`config.mk`:
```
export PLATFORM = sky130hd
export DESIGN_NAME = tlptw_ctrl
export DESIGN_NICKNAME = d
export VERILOG_FILES = /design/src/hdl/tlptw_pkg.sv /design/src/hdl/tlptw_ctrl.sv
export SDC_FILE = /design/constraint.sdc
export NUM_CORES = 1
export LEC_CHECK = 0
export BUFFER_PORTS_ARGS = -buffer_cell sky130_fd_sc_hd__buf_4
export CORE_AREA = 4 4 41 43
export CTS_CLUSTER_SIZE = 20
export DETAILED_ROUTE_END_ITERATION = 10
export DIE_AREA = 0 0 45 47
export PLACE_DENSITY_LB_ADDON = 0.12
export SLEW_MARGIN = 40
export SYNTH_ARGS = -nofsm -noshare
export SYNTH_HDL_FRONTEND = slang
export SYNTH_SLANG_ARGS = --single-unit
```
`constraint.sdc`:
```
create_clock -name clk -period 1.3 [get_ports clk]
set_clock_uncertainty 0.05 [all_clocks]
set_input_delay 0.13 -clock clk [delete_from_list [all_inputs] [get_ports clk]]
set_output_delay 0.13 -clock clk [all_outputs]
set_load 0.05 [all_outputs]
```
`src/hdl/tlptw_pkg.sv`:
```
package tlptw_pkg;

  localparam logic CMD_WRITE     = 1'b0;
  localparam logic CMD_TRANSLATE = 1'b1;

  localparam logic [1:0] ST_OK         = 2'd0;
  localparam logic [1:0] ST_INVALID    = 2'd1;
  localparam logic [1:0] ST_SUPERVISOR = 2'd2;
  localparam logic [1:0] ST_PTR_LAST   = 2'd3;

  localparam logic [1:0] ET_INVALID  = 2'd0;
  localparam logic [1:0] ET_PTD      = 2'd1;
  localparam logic [1:0] ET_PTE      = 2'd2;
  localparam logic [1:0] ET_RESERVED = 2'd3;

  localparam logic [1:0] LVL_FIRST  = 2'd0;
  localparam logic [1:0] LVL_SECOND = 2'd1;
  localparam logic [1:0] LVL_LAST   = 2'd2;

  localparam logic [2:0] ACC_SUPER_MIN = 3'd6;

  localparam logic [31:0] MASK_LVL0 = 32'h00FF_FFFF;
  localparam logic [31:0] MASK_LVL1 = 32'h0003_FFFF;
  localparam logic [31:0] MASK_LVL2 = 32'h0000_0FFF;

  typedef struct packed {
    logic        cmd;
    logic [11:0] word_index;
    logic [31:0] word_data;
    logic [31:0] virt_addr;
  } in_item_t;

  typedef struct packed {
    logic [31:0] phys_addr;
    logic [1:0]  status;
  } out_item_t;

  typedef struct packed {
    logic       wr_en;
    logic       walk_start;
    logic       walk_next;
    logic       finish;
    logic [1:0] level;
  } ctrl_t;

  typedef struct packed {
    logic is_ptd;
  } stat_t;

endpackage

```
`src/hdl/tlptw_ctrl.sv`:
```
module tlptw_ctrl (
  input  logic                 clk,
  input  logic                 rst_n,
  input  logic                 start,
  input  logic                 in_cmd,
  input  tlptw_pkg::stat_t     stat,
  output logic                 busy,
  output tlptw_pkg::ctrl_t     ctrl
);

  localparam logic S_IDLE = 1'b0;
  localparam logic S_WALK = 1'b1;

  logic       state_r;
  logic       state_nxt;
  logic [1:0] level_r;
  logic [1:0] level_nxt;

  assign busy = (state_r == S_WALK);

  always_comb begin
    state_nxt       = state_r;
    level_nxt       = level_r;
    ctrl.wr_en      = 1'b0;
    ctrl.walk_start = 1'b0;
    ctrl.walk_next  = 1'b0;
    ctrl.finish     = 1'b0;
    ctrl.level      = level_r;
    case (state_r)
      S_IDLE: begin
        if (start) begin
          if (in_cmd == tlptw_pkg::CMD_TRANSLATE) begin
            ctrl.walk_start = 1'b1;
            level_nxt       = tlptw_pkg::LVL_FIRST;
            state_nxt       = S_WALK;
          end else begin
            ctrl.wr_en = 1'b1;
          end
        end
      end
      S_WALK: begin
        if (stat.is_ptd && (level_r != tlptw_pkg::LVL_LAST)) begin
          ctrl.walk_next = 1'b1;
          level_nxt      = level_r + 2'd1;
        end else begin
          ctrl.finish = 1'b1;
          state_nxt   = S_IDLE;
        end
      end
      default: begin
        state_nxt = S_IDLE;
      end
    endcase
  end

  always_ff @(posedge clk) begin
    if (!rst_n) begin
      state_r <= S_IDLE;
      level_r <= tlptw_pkg::LVL_FIRST;
    end else begin
      state_r <= state_nxt;
      level_r <= level_nxt;
    end
  end

endmodule

```
Word level (Yosys, flattened, before mapping)
Index checks and enable logic that the tools add are counted.
{ "totals": {"register_bits": 3, "latch_bits": 0, "mem_bits_rw": 0, "romBits": 0, "input_bits": 5, "output_inout_bits": 7, "n_memories": 0} }
{ "op_classes": {"add_sub_neg": 1, "multipliers": 0, "n_div": 0, "n_lt_le_gt_ge": 0, "n_eq_ne": 4, "n_shift": 0, "mux": 13, "bitwise": 1, "n_reduce_logical": 2} }
{ "ops": {"columns": ["operator", "n"], "rows": [
  ["$mux 2", 6],
  ["$ne 2x2->1 const B", 3],
  ["$mux 1", 5],
  ["$pmux 2 s2", 1],
  ["$reduce_and 3->1", 1],
  ["$add 2x1->2 const B", 1],
  ["$ne 2x1->1 const B", 1],
  ["$pmux 1 s2", 1],
  ["$logic_and 1x1->1", 1],
  ["$not 1->1", 1]
]} }

Depth between registers and ports, before layout
{ "logic_depth": {"word_depth": 4, "ltp_mapped": 5, "ltp_nobuf": 5} }

Worst setup path after synthesis
No wires, ideal clock.
{ "synth_timing": {"kind": "flip-flop to output port", "start": "register level_r[1]", "end": "output ctrl[2] (netlist name)", "arrival_time_ps": 2048, "slack_ps": -928, "stages_incl_launch_ff": 4, "n_path_buf": 0, "cell_sequence": "dfxtp_1 -> ha_1 -> inv_1 -> a21boi_0"} }
{ "synth_rtl": {"columns": ["item", "line_no", "source"], "rows": [
  ["from (decl)", "tlptw_ctrl.sv:16", "logic [1:0] level_r;"],
  ["from (signal assigned)", "tlptw_ctrl.sv:59", "level_r <= tlptw_pkg::LVL_FIRST;"],
  ["from (signal assigned)", "tlptw_ctrl.sv:62", "level_r <= level_nxt;"],
  ["to (decl)", "tlptw_ctrl.sv:8", "output tlptw_pkg::ctrl_t ctrl"]
]} }

==> results.cfg <==
[status]
status = finished with violations
violations = negative setup slack

[critical_path]
critPathBufInv = 3
reg2reg_from = level_r[0]$_SDFFE_PN0P_
r2r_cells = 6
worstPathRequired_ps = 1120
path_class = reg -> out
crit_arrival_ps = 1200
max_stage_delay_ps = 340
cp_top_family = flip-flops
cpMaxStageDelayCell = dfxtp_4
r2r-end = busy$_SDFF_PN0_
worstPathMaxFanout = 2
cp-end-kind = output port
cp_cell_sequence = inv_4 -> ha_4 -> nand3b_1 -> clkinvlp_4 -> buf_8
start_kind = flip-flop
ff2ff_setup_slack_ps = 20
worstSetupStartpoint = level_r[0]$_SDFFE_PN0P_

[worst_hold_path]
hold_path.class = in -> reg
holdPathEnd = level_r[0]$_SDFFE_PN0P_
hp-start = rst_n
whs_path_depth = 3

[finish]
final_cell_mix = buf_4, nand2_1, inv_1, clkbuf_4
final_nets = 46
final_common_cell = buf_4
syn2layout_area_growth_pct = 143
antenna_cells = 0
drive_gt1_frac = 0.718

[logic_synthesis]
syn_area_um2 = 156
syn_inst = 20
syn_avg_cell_area_um2 = 7.82
synthDistinctLibCells = 10
synth_top_family_by_area = simple AND/OR/NAND/NOR gates
synthTopCellsByArea = dfxtp_1, inv_1, nand2_1
synth_top_cell_by_area = dfxtp_1
ys_seq_area_frac = 0.384
synthesis.nets = 26
yosysWarnings = 0
yosysTopAreaCellShare = 0.384
synth_compound_area_frac = 0.176
synthMuxAreaShare = 0
synth_fa_ha_area_frac = 0.0800
synth-simple-area-share = 0.240
synthXorXnorAreaFrac = 0
ys_ff_latch = 3

[clocking]
cts_sinks = 3
clk_latency_ps = 230
cts-htree-levels = 1
clkSlewWorstSetupHoldPaths_ps = 30
root_buffer = clkbuf_4
holdBufCountCts = 0
cts_made_buffers = 3
clk_path_buf_depth = 2
cts_tree = yes

[global_route]
grt_overflow = 0
track_usage = 0.0552
antenna_found_initial = 0
grt_pass1_wl_um = 779
grt_pass1_vias = 190
grt_max_degree = 6

[sta]
fmax_mhz = 727
period_minus_slack_ps = 1380
tightestPinTransition_ps = 190
timing.final.hold_violations = 0
setup_viol = 1
rsz0062_at_grt = yes
fin_ws_ps = -76.0
min_period_over_period = 1.06
relSlewSlack = 0.874
drv_slew = 0

[floorplan]
row_count = 13
die_w_um = 45
die_h_um = 47
core_area_um2 = 1300
num_io_pins = 12
start_util = 0.120
dieArea_um2 = 2120

[drt]
ant_nets = 0
firstDrtPassIters = 4
routed_wl_um = 471
vias = 198
wl_per_cell_um = 8.72
drc = 0
drtIter0Drc = 1
routed_via_density = 3.67

[run]
drv_cap = 0

[power_and_ir_drop]
ir_drop_v = 0.000283
power_mw = 0.344
p_per_area_nw_per_um2 = 904
leakage_nw = 0.168

[place]
portBuffers = 11
place_ws_ps = 36.4
routabilityCongestion = 0.662
through the flow:
step | TNS [ps] | utilization | std cells | instance area (um^2) | hold WS [ps]
finish | -76.0 | 0.292 | 54 | 380 | 144
global route | -260 | 0.292 | 54 | 380 | 166
CTS | -95.4 | 0.281 | 53 | 365 | 129
detailed placement | 0 | 0.234 | 48 | 304 | 362
global placement | 0 | 0.234 | 48 | 304 | 366
floorplan | -33.0 | - | 20 | 188 | 205
cells by family after synthesis:
logic type | Yosys count
adders and majority gates | 1
AOI/OAI and AO/OA | 4
DFF | 3
buffers and inverters | 5
and+or+nand+nor | 7
flip-flops by register name, indices dropped and copies added, names as in the netlist:
signal   flops
busy         1
level_r      2
cell type report:
cell class,count,area (um^2)
Clock buffer,4,26.3
Inverter,5,25.0
Fill cell,148,921
Multi-Input combinational cell,12,118
Sequential cell,3,68.8
Timing Repair Buffer,15,124
Tap cell,15,18.8
per-layer routing:
| layer | global-route usage | up-vias | wire length, um |
|---|---|---|---|
| met5 | 0 | - | 0 |
| met4 | 0.0702 | 0 | 0 |
| met3 | 0.0192 | 0 | 40 |
| met2 | 0.0706 | 6 | 245 |
| met1 | 0.0635 | 88 | 186 |
| li1 | - | 104 | - |
synthesized netlist by cell type, drive strengths merged:
library cell / count
a21boi: 1
a21oi: 1
dfxtp: 3
ha: 1
inv: 5
nand2: 4
nand3b: 2
nor3b: 1
o22ai: 1
o32ai: 1
worst register-to-register path, cell delays in order, from the launching register on:
cell and delay (ps):
dfxtp_4 340, inv_4 40, ha_4 140, nand3b_1 200, buf_4 180, buf_4 130, a21oi_2 120
worst max path at each step:
stage,to,slack [ps],cells after the start
3_3_place_gp,busy$_SDFF_PN0_,50,5
6_report,ctrl[3],-80,5
4_1_cts,ctrl[3],-100,5
2_1_floorplan,ctrl[3],-30,4
5_1_grt,ctrl[3],-130,5
3_5_place_dp,ctrl[3],40,5
repair_timing:
| item | CTS | global route |
|---|---|---|
| endpoints found under the setup margin | 2 | 5 |
| resized for setup | 6 | 1 |
| pin swaps | 1 | 1 |
| setup buffers | 1 | 1 |
power breakdown:
| group | internal [mW] | switching, mW |
|---|---|---|
| registers | 0.0930 | 0.00375 |
| logic | 0.0370 | 0.0532 |
| clock network | 0.115 | 0.0425 |
Power figures use the tool's default switching activity.
